### config.mk
export PLATFORM = sky130hd
export DESIGN_NAME = exposure_compensated_camera_trigger
export DESIGN_NICKNAME = d
export VERILOG_FILES = /design/src/rtl/ecct_pkg.sv /design/src/rtl/exposure_compensated_camera_trigger.sv
export SDC_FILE = /design/constraint.sdc
export NUM_CORES = 2
export LEC_CHECK = 0
export BUFFER_PORTS_ARGS = -buffer_cell sky130_fd_sc_hd__buf_2
export CORE_ASPECT_RATIO = 0.6
export CORE_MARGIN = 10
export CORE_UTILIZATION = 67
export DETAILED_ROUTE_END_ITERATION = 7
export GPL_TIMING_DRIVEN = 0
export HOLD_SLACK_MARGIN = 0.05
export PLACE_DENSITY = 0.95
export SLEW_MARGIN = 40
export SYNTH_ARGS = -nofsm -noshare
export SYNTH_HDL_FRONTEND = slang
export SYNTH_SLANG_ARGS = --single-unit
### constraint.sdc
create_clock -name clk -period 19.5 [get_ports clk]
set_clock_uncertainty 0.05 [all_clocks]
set_input_delay 3.9 -clock clk [delete_from_list [all_inputs] [get_ports clk]]
set_output_delay 3.9 -clock clk [all_outputs]
set_load 0.02 [all_outputs]
### src/rtl/ecct_pkg.sv
// ----------------------------------------------------------------------------
// ecct_pkg: shared types and constants for the camera trigger sequencer
// Event kinds, register indexes, reset values and divider constants.
// ----------------------------------------------------------------------------
`default_nettype none

package ecct_pkg;

    // Event kinds carried in s_tuser.
    typedef enum logic [2:0] {
        ACT_TIMER           = 3'd0,
        ACT_PRIMARY_END     = 3'd1,
        ACT_SECONDARY_END   = 3'd2,
        ACT_INIT            = 3'd3,
        ACT_INITIAL_TRIGGER = 3'd4
    } action_t;

    // Steps of the exposure-to-ticks conversion.
    typedef enum logic [2:0] {
        DIV_IDLE,
        DIV_PROD,
        DIV_PART,
        DIV_EST,
        DIV_CHECK,
        DIV_DONE
    } div_state_t;

    // Configuration register indexes.
    localparam logic [1:0] REG_COMP_EN   = 2'd0;
    localparam logic [1:0] REG_PERIOD    = 2'd1;
    localparam logic [1:0] REG_TICK_RATE = 2'd2;
    localparam logic [1:0] REG_MAX_EXP   = 2'd3;

    localparam int CFG_W    = 27;
    localparam int PERIOD_W = 16;
    localparam int TPS_W    = 27;
    localparam int MAXEXP_W = 20;

    localparam logic                RST_COMP_EN   = 1'b1;
    localparam logic [PERIOD_W-1:0] RST_PERIOD    = 16'd50000;
    localparam logic [TPS_W-1:0]    RST_TICK_RATE = 27'd1000000;
    localparam logic [MAXEXP_W-1:0] RST_MAX_EXP   = 20'd49500;

    // Delay ticks = floor(exposure * rate / 2e6), with 2e6 = 2^7 * 15625.
    localparam int PROD_W    = MAXEXP_W + TPS_W;   // 47
    localparam int PRE_SHIFT = 7;
    localparam int X_W       = PROD_W - PRE_SHIFT; // 40
    localparam int HALF_W    = X_W / 2;            // 20
    localparam int DELAY_W   = 27;
    localparam logic [13:0]        DIV_ODD   = 14'd15625;
    // floor(2^40 / 15625)
    localparam logic [DELAY_W-1:0] DIV_RECIP = 27'd70368744;

endpackage

`default_nettype wire

### src/rtl/exposure_compensated_camera_trigger.sv
// ----------------------------------------------------------------------------
// exposure_compensated_camera_trigger: camera trigger sequencer
// Turns timer, exposure-end and acknowledgement events into trigger, stamp
// and timer-compare commands, with optional mid-exposure compensation.
// ----------------------------------------------------------------------------
//
//  Channel   Direction  Handshake            Content
//  s_*       in         s_tvalid / s_tready  one event per beat
//  m_*       out        m_tvalid / m_tready  one result per event beat
//  cfg_*     in         cfg_wr_en            register write, no read-back
//
// Most events go from the input register to the output register when the
// output is free, so one event can be taken every cycle unless the output
// stalls or a conversion runs. A primary exposure end with compensation
// enabled and a valid exposure waits in the input register while the
// exposure-to-ticks conversion runs, a five-step chain of multipliers
// (product, reciprocal partial products, estimate, back-multiply, correction).
// Reset is asynchronous and active low; it clears all sequencer state and
// loads the register reset values. When the output beat is not taken, the
// input register holds its event and s_tready falls once it is occupied.
//
`default_nettype none

module exposure_compensated_camera_trigger
    import ecct_pkg::*;
(
    input  wire logic         clk,
    input  wire logic         rst_n,
    // Event stream
    input  wire logic         s_tvalid,
    output logic              s_tready,
    // [31:0] now_us, [32] overflow_seen, [33] init_ok, [39:34] zero
    input  wire logic [39:0]  s_tdata,
    // [2:0] action
    input  wire logic [2:0]   s_tuser,
    // Result stream
    output logic              m_tvalid,
    input  wire logic         m_tready,
    // [0] fire_trigger, [1] long_pulse, [2] capture_stamp, [3] compare_write,
    // [19:4] compare_value, [20] clear_overflow, [21] spurious_warning,
    // [53:22] image_count, [85:54] exposure_primary_us,
    // [117:86] exposure_secondary_us, [118] compensating_now, [119] zero
    output logic [119:0]      m_tdata,
    // Configuration writes
    input  wire logic         cfg_wr_en,
    input  wire logic [1:0]   cfg_index,
    input  wire logic [CFG_W-1:0] cfg_wr_data
);

    // ------------------------------------------------------------------
    // Configuration registers
    // ------------------------------------------------------------------
    logic                comp_en_reg;
    logic [PERIOD_W-1:0] period_reg;
    logic [TPS_W-1:0]    tps_reg;
    logic [MAXEXP_W-1:0] max_exp_reg;

    always_ff @(posedge clk or negedge rst_n)
    begin
        if (!rst_n)
        begin
            comp_en_reg <= RST_COMP_EN;
            period_reg  <= RST_PERIOD;
            tps_reg     <= RST_TICK_RATE;
            max_exp_reg <= RST_MAX_EXP;
        end
        else if (cfg_wr_en)
        begin
            unique case (cfg_index)
                REG_COMP_EN:   comp_en_reg <= cfg_wr_data[0];
                REG_PERIOD:    period_reg  <= cfg_wr_data[PERIOD_W-1:0];
                REG_TICK_RATE: tps_reg     <= cfg_wr_data[TPS_W-1:0];
                REG_MAX_EXP:   max_exp_reg <= cfg_wr_data[MAXEXP_W-1:0];
            endcase
        end
    end

    // ------------------------------------------------------------------
    // Input register
    // ------------------------------------------------------------------
    logic        in_valid_reg;
    action_t     in_action_reg;
    logic [31:0] in_now_reg;
    logic        in_ovf_reg;
    logic        in_ok_reg;
    logic        commit;
    logic        out_free;

    assign s_tready = !in_valid_reg || commit;

    always_ff @(posedge clk or negedge rst_n)
    begin
        if (!rst_n)
        begin
            in_valid_reg <= 1'b0;
        end
        else if (s_tvalid && s_tready)
        begin
            in_valid_reg <= 1'b1;
        end
        else if (commit)
        begin
            in_valid_reg <= 1'b0;
        end
    end

    always_ff @(posedge clk)
    begin
        if (s_tvalid && s_tready)
        begin
            in_action_reg <= action_t'(s_tuser);
            in_now_reg    <= s_tdata[31:0];
            in_ovf_reg    <= s_tdata[32];
            in_ok_reg     <= s_tdata[33];
        end
    end

    // ------------------------------------------------------------------
    // Sequencer state
    // ------------------------------------------------------------------
    logic [1:0]         ack_count_reg,    ack_count_next;
    logic               armed_reg,        armed_next;
    logic               compensating_reg, compensating_next;
    logic               exposing_reg,     exposing_next;
    logic [31:0]        images_reg,       images_next;
    logic [31:0]        exp_start_reg,    exp_start_next;
    logic [DELAY_W-1:0] delay_reg,        delay_next;
    logic [31:0]        prim_exp_reg,     prim_exp_next;
    logic [31:0]        sec_exp_reg,      sec_exp_next;

    // Exposure measured against the last timer trigger; wraps with the time base.
    logic [31:0] exposure;
    logic        exposure_bad;
    logic        needs_div;

    assign exposure     = in_now_reg - exp_start_reg;
    assign exposure_bad = (exposure == 32'd0) || (exposure >= {12'd0, max_exp_reg});
    assign needs_div    = (in_action_reg == ACT_PRIMARY_END) && comp_en_reg && !exposure_bad;

    // ------------------------------------------------------------------
    // Exposure to delay ticks. The chain runs freely on the held event; the
    // sequencer only counts the steps until the quotient is settled.
    // x = floor(exposure * rate / 128); q0 = floor(x * RECIP / 2^40) is
    // low by at most one, which the remainder check puts right.
    // ------------------------------------------------------------------
    div_state_t div_state_reg, div_state_next;
    logic       div_ready;

    logic [PROD_W-1:0]  prod_reg;
    logic [X_W-1:0]     x_reg;
    logic [PROD_W-1:0]  part_hi_reg;
    logic [PROD_W-1:0]  part_lo_reg;
    logic [DELAY_W-1:0] q0_reg;
    logic [X_W-1:0]     back_reg;
    logic [DELAY_W-1:0] quot_reg;
    logic [PROD_W:0]    est_sum;
    logic [X_W-1:0]     remainder;

    assign est_sum   = (PROD_W+1)'(part_hi_reg) + (PROD_W+1)'(part_lo_reg[PROD_W-1:HALF_W]);
    assign remainder = x_reg - back_reg;

    always_ff @(posedge clk)
    begin
        prod_reg    <= PROD_W'(exposure[MAXEXP_W-1:0]) * PROD_W'(tps_reg);
        x_reg       <= prod_reg[PROD_W-1:PRE_SHIFT];
        part_hi_reg <= PROD_W'(prod_reg[PROD_W-1:PRE_SHIFT+HALF_W]) * PROD_W'(DIV_RECIP);
        part_lo_reg <= PROD_W'(prod_reg[PRE_SHIFT+HALF_W-1:PRE_SHIFT]) * PROD_W'(DIV_RECIP);
        q0_reg      <= est_sum[HALF_W+DELAY_W-1:HALF_W];
        back_reg    <= X_W'(q0_reg) * X_W'(DIV_ODD);
        quot_reg    <= q0_reg + DELAY_W'(remainder >= X_W'(DIV_ODD));
    end

    always_comb
    begin
        div_state_next = div_state_reg;
        unique case (div_state_reg)
            DIV_IDLE:  if (in_valid_reg && needs_div) div_state_next = DIV_PROD;
            DIV_PROD:  div_state_next = DIV_PART;
            DIV_PART:  div_state_next = DIV_EST;
            DIV_EST:   div_state_next = DIV_CHECK;
            DIV_CHECK: div_state_next = DIV_DONE;
            DIV_DONE:  if (out_free) div_state_next = DIV_IDLE;
            default:   div_state_next = DIV_IDLE;
        endcase
    end

    always_comb
    begin
        div_ready = (div_state_reg == DIV_DONE);
    end

    always_ff @(posedge clk or negedge rst_n)
    begin
        if (!rst_n)
        begin
            div_state_reg <= DIV_IDLE;
        end
        else
        begin
            div_state_reg <= div_state_next;
        end
    end

    // ------------------------------------------------------------------
    // Event decode: next state and result for the held event
    // ------------------------------------------------------------------
    logic                res_fire, res_long, res_cap, res_cw, res_clr, res_warn;
    logic [PERIOD_W-1:0] res_cv;
    logic [DELAY_W-1:0]  delay_less_one;
    logic [PERIOD_W-1:0] mid_compare;

    assign delay_less_one = delay_reg - DELAY_W'(1);
    assign mid_compare = (|delay_less_one[DELAY_W-1:PERIOD_W]) ? {PERIOD_W{1'b1}}
                                                               : delay_less_one[PERIOD_W-1:0];

    always_comb
    begin
        ack_count_next    = ack_count_reg;
        armed_next        = armed_reg;
        compensating_next = compensating_reg;
        exposing_next     = exposing_reg;
        images_next       = images_reg;
        exp_start_next    = exp_start_reg;
        delay_next        = delay_reg;
        prim_exp_next     = prim_exp_reg;
        sec_exp_next      = sec_exp_reg;
        res_fire          = 1'b0;
        res_long          = 1'b0;
        res_cap           = 1'b0;
        res_cw            = 1'b0;
        res_cv            = '0;
        res_clr           = 1'b0;
        res_warn          = 1'b0;

        unique case (in_action_reg)
            ACT_TIMER:
            begin
                if (!in_ovf_reg)
                begin
                    res_warn = 1'b1;
                end
                else if (armed_reg)
                begin
                    if (comp_en_reg && compensating_reg)
                    begin
                        if (!exposing_reg)
                        begin
                            // Early trigger; the stamp follows at mid-exposure.
                            exposing_next  = 1'b1;
                            res_fire       = 1'b1;
                            exp_start_next = in_now_reg;
                            images_next    = images_reg + 32'd1;
                            res_cw         = 1'b1;
                            res_cv         = (delay_reg != '0) ? mid_compare : period_reg;
                        end
                        else
                        begin
                            res_cap           = 1'b1;
                            compensating_next = 1'b0;
                            res_cw            = 1'b1;
                            res_cv            = period_reg;
                        end
                    end
                    else
                    begin
                        exposing_next  = 1'b1;
                        res_fire       = 1'b1;
                        res_cap        = 1'b1;
                        exp_start_next = in_now_reg;
                        images_next    = images_reg + 32'd1;
                        res_cw         = 1'b1;
                        res_cv         = period_reg;
                    end
                    res_clr = 1'b1;
                end
            end
            ACT_PRIMARY_END:
            begin
                prim_exp_next = exposure;
                if (comp_en_reg)
                begin
                    if (exposure_bad)
                    begin
                        delay_next        = '0;
                        compensating_next = 1'b0;
                    end
                    else
                    begin
                        delay_next        = quot_reg;
                        compensating_next = 1'b1;
                    end
                    res_cw = 1'b1;
                    // Period less delay, floored at zero.
                    res_cv = (DELAY_W'(period_reg) > delay_next)
                           ? period_reg - delay_next[PERIOD_W-1:0] : '0;
                    exposing_next = 1'b0;
                end
            end
            ACT_SECONDARY_END:
            begin
                sec_exp_next = exposure;
            end
            ACT_INIT:
            begin
                if (in_ok_reg && (ack_count_reg != 2'd3))
                begin
                    ack_count_next = ack_count_reg + 2'd1;
                end
                if (ack_count_next == 2'd2)
                begin
                    armed_next = 1'b1;
                end
            end
            ACT_INITIAL_TRIGGER:
            begin
                res_fire    = 1'b1;
                res_long    = 1'b1;
                res_cap     = 1'b1;
                images_next = images_reg + 32'd1;
            end
            default:
            begin
            end
        endcase
    end

    // ------------------------------------------------------------------
    // Commit and output register
    // ------------------------------------------------------------------
    logic out_valid_reg;

    assign out_free = !out_valid_reg || m_tready;
    assign commit   = in_valid_reg && out_free && (!needs_div || div_ready);

    always_ff @(posedge clk or negedge rst_n)
    begin
        if (!rst_n)
        begin
            ack_count_reg    <= '0;
            armed_reg        <= 1'b0;
            compensating_reg <= 1'b0;
            exposing_reg     <= 1'b0;
            images_reg       <= '0;
            exp_start_reg    <= '0;
            delay_reg        <= '0;
            prim_exp_reg     <= '0;
            sec_exp_reg      <= '0;
        end
        else if (commit)
        begin
            ack_count_reg    <= ack_count_next;
            armed_reg        <= armed_next;
            compensating_reg <= compensating_next;
            exposing_reg     <= exposing_next;
            images_reg       <= images_next;
            exp_start_reg    <= exp_start_next;
            delay_reg        <= delay_next;
            prim_exp_reg     <= prim_exp_next;
            sec_exp_reg      <= sec_exp_next;
        end
    end

    always_ff @(posedge clk or negedge rst_n)
    begin
        if (!rst_n)
        begin
            out_valid_reg <= 1'b0;
        end
        else if (commit)
        begin
            out_valid_reg <= 1'b1;
        end
        else if (m_tready)
        begin
            out_valid_reg <= 1'b0;
        end
    end

    logic                out_fire_reg, out_long_reg, out_cap_reg, out_cw_reg;
    logic                out_clr_reg, out_warn_reg, out_comp_reg;
    logic [PERIOD_W-1:0] out_cv_reg;
    logic [31:0]         out_images_reg, out_prim_reg, out_sec_reg;

    always_ff @(posedge clk)
    begin
        if (commit)
        begin
            out_fire_reg   <= res_fire;
            out_long_reg   <= res_long;
            out_cap_reg    <= res_cap;
            out_cw_reg     <= res_cw;
            out_cv_reg     <= res_cv;
            out_clr_reg    <= res_clr;
            out_warn_reg   <= res_warn;
            out_images_reg <= images_next;
            out_prim_reg   <= prim_exp_next;
            out_sec_reg    <= sec_exp_next;
            out_comp_reg   <= compensating_next;
        end
    end

    assign m_tvalid = out_valid_reg;
    assign m_tdata  = {1'b0, out_comp_reg, out_sec_reg, out_prim_reg, out_images_reg,
                       out_warn_reg, out_clr_reg, out_cv_reg, out_cw_reg, out_cap_reg,
                       out_long_reg, out_fire_reg};

    // ------------------------------------------------------------------
    // Assertions
    // ------------------------------------------------------------------
    // The conversion only runs on an event held in the input register.
    assert property (@(posedge clk) disable iff (!rst_n)
        (div_state_reg != DIV_IDLE) |-> in_valid_reg)
        else $error("conversion running without a held event");

    // Every trigger but the initial one reloads the timer compare.
    assert property (@(posedge clk) disable iff (!rst_n)
        (out_valid_reg && out_fire_reg && !out_long_reg) |-> out_cw_reg)
        else $error("periodic trigger without compare reload");

    // Once armed, the sequencer stays armed until reset.
    assert property (@(posedge clk) disable iff (!rst_n)
        !$fell(armed_reg))
        else $error("armed flag dropped");

    // A held event whose results are committed frees the input register.
    assert property (@(posedge clk) disable iff (!rst_n)
        (commit && !s_tvalid) |=> !in_valid_reg)
        else $error("input register not freed after commit");

endmodule

`default_nettype wire

==> metrics.txt <==
DP HPWL=159000 µm; cell taking the most area after synthesis=fa_1; Mean Syn Cell Area=9.93 µm²; Global Route Usage Sum=0.345; die area=0.112 mm²; Post-synth EDFFs=156; Syn Nets=8499; number of I/O pins=199; vias after detailed routing=51100; Slew headroom=0.308; fin crit share=0.677; top_reg_cell synth=dfxtp_1; crit-path max cell delay=830 ps; Post-synth ARST share=0.366; # fillers=6636; final worst slack=6300 ps; Routed wire per std cell=23.5 µm; Max-Cap Viols=0; multi-input logic area=0.0453 mm²; Crit path required time=15550 ps; Num CTS Buffers=57; count of final setup violators=0; vias in the first global route=53200; initial detailed-routing violation count=6183; Slew Viols, Final=0; cells after synthesis=6686; layout cells sized above 1=0.0844; Fmax=75.7 MHz; Initial Util=0.675; DRC=4; Final ANT Viol Nets=0; area grow syn2layout=7.65%; Seq cells post-synth=625; TNS Setup=0 ps; level count of the clock H-tree=2; synth cell count leaders=1375 x inv_1, 881 x fa_1, 855 x ha_1; FP Rows=89; Place WS=7580 ps; failing checks=DRC; Setup Buffers After CTS=0; largest net degree at the start of global routing=79; Final Hold Fails=0; fin util=0.727; Crit Path Max Fanout=10; Sink Count=625; maximum buffer depth of the clock tree=3; NumNets Final=8758; Synth area leaders=fa_1 27%, ha_1 16%, dfrtp_1 7.8%; post-synthesis xor/xnor area fraction=0.0397; first-pass GRT wire length=301000 µm; initial antenna violation count=18; setup slack, reg-to-reg=7140 ps; Largest register FFs=42; clock transition at the registers of the reported paths=70 ps; Synth Area in Adders=0.427; status=finished, violations left; Mapped Area=0.0664 mm²; via/cell ratio=6.13; CTS tree=done; CP cell instances=inv_1 > ha_1 > inv_1 > fa_1 > a211oi_1 > o21ai_1 > a21oi_1 > o21bai_1 > xor2_2 > clkbuf_1 > clkbuf_1 > ha_1 > o21ai_0 > nand2b_1 > a21oi_1 > o21ai_0 > o21ai_0 > o211ai_1 > a2111oi_2 > nand3_2 > o21ai_2 > clkbuf_1 > nand2_1 > buf_2; RSZ-0062 raised after global routing=false; flip-flop and latch area=0.0153 mm²; Synth Area in Simple Gates=0.102; Finished Layout Cells=8326; Skew-Pair Late Insertion Delay=700 ps; main combinational cell family by area after synthesis=adder cells; Inst Count DP=8205; grt ovf=0; top-count cell post-synth=inv_1; synth unique cells=101; synth warn=0; IO Port Bufs=191; Critical Path End Type=output port; Worst-Margin Slew=1040 ps; Die Y=264 µm; RePlAce Congestion=1.03; DR pass1 iterations=8; post-cts resize count=0; Worst setup SP type=flop; Crit path arrival time=9250 ps; kind of critical path=reg2out; Compound-Gate Fraction of Synth Area=0.0843; worst hold path class=reg2reg; Synth top area share=0.266; mux contribution to synthesized area=0.0266; root buf cell=clkbuf_16; slowest stage cell, crit path=xor2_2; die width=426 µm; CTS Hold Bufs=0; Core Footprint=0.0983 mm²; sequential share of the synthesized area=0.230; Final Critical Period=13200 ps; routed wire length=196000 µm
-- cells in the final DEF (no fill, tap or decap), types with 139 or more instances in the layout --
cell type and instances:
inv_1 1375, fa_1 881, ha_1 855, nand2_1 627
dfxtp_1 236, a21oi_1 220, o21ai_0 211, dfrtp_1 208
buf_2 203, nor2_1 196, xnor2_1 194, clkbuf_1 165
and2_1 160, edfxtp_1 156, mux2_2 139
-- area by class of cell --
class | count | share of cell area
inverters | 1377 | 0.0723
plain buffers | 209 | 0.0128
clock inverters | 29 | 0.00665
multi-input cells | 4475 | 0.633
well taps | 1319 | 0.0231
clock buffers | 79 | 0.0223
flip-flops and latches | 625 | 0.213
repair buffers | 200 | 0.0158
diodes | 13 | 0.000455
-- layer usage --
metal  vias to the layer above  wire [µm]  global-route usage
met3                       552      31200               0.154
met1                     25200      77500               0.477
met4                        12       6520               0.105
met2                      3321      80000               0.483
met5                         -        380             0.00833
li1                      21900          -                   -
-- worst max-delay path, delay by kind of cell (launching register included) --
kind                     cells  cell delay (ps)
buffers and inverters        6             2320
AND/OR/NAND/NOR              3              570
XOR/XNOR                     1              830
flip-flops                   1              420
adder cells (fa/ha/maj)      3              990
AO/OA/AOI/OAI               11             3390
-- cell families (layout without fill, tap and decap cells) --
group	after synthesis	count (layout)
fa+ha+maj	1736	1736
buf+inv	1586	1894
simple gates	1420	1420
compound gates	864	864
flops	625	625
xor+xnor	300	300
mux	154	154
other cells	1	14
-- per-stage QoR --
step | instance area (µm²) | hold WS, ps
finish | 71500 | 403
global route | 71500 | 423
CTS | 71400 | 405
detailed placement | 69300 | 395
global placement | 69000 | 371
floorplan | 66400 | 351
-- worst paths after layout --
kind | start | endpoint | depth (start not counted)
hold / removal | part_hi_reg[46] | q0_reg[26] | 1
max in group asynchronous | rst_n | tps_reg[19] | 3
setup / recovery | in_now_reg[0] | s_tready | 24
setup reg to reg | in_now_reg[0] | prod_reg[37] | 32
min in group asynchronous | rst_n | ack_count_reg[0] | 1
hold reg to reg | part_hi_reg[46] | q0_reg[26] | 1
Power is left out: the tool's default activity adds up to more than one toggle a clock period on the data nets, which glitch-free logic cannot reach.
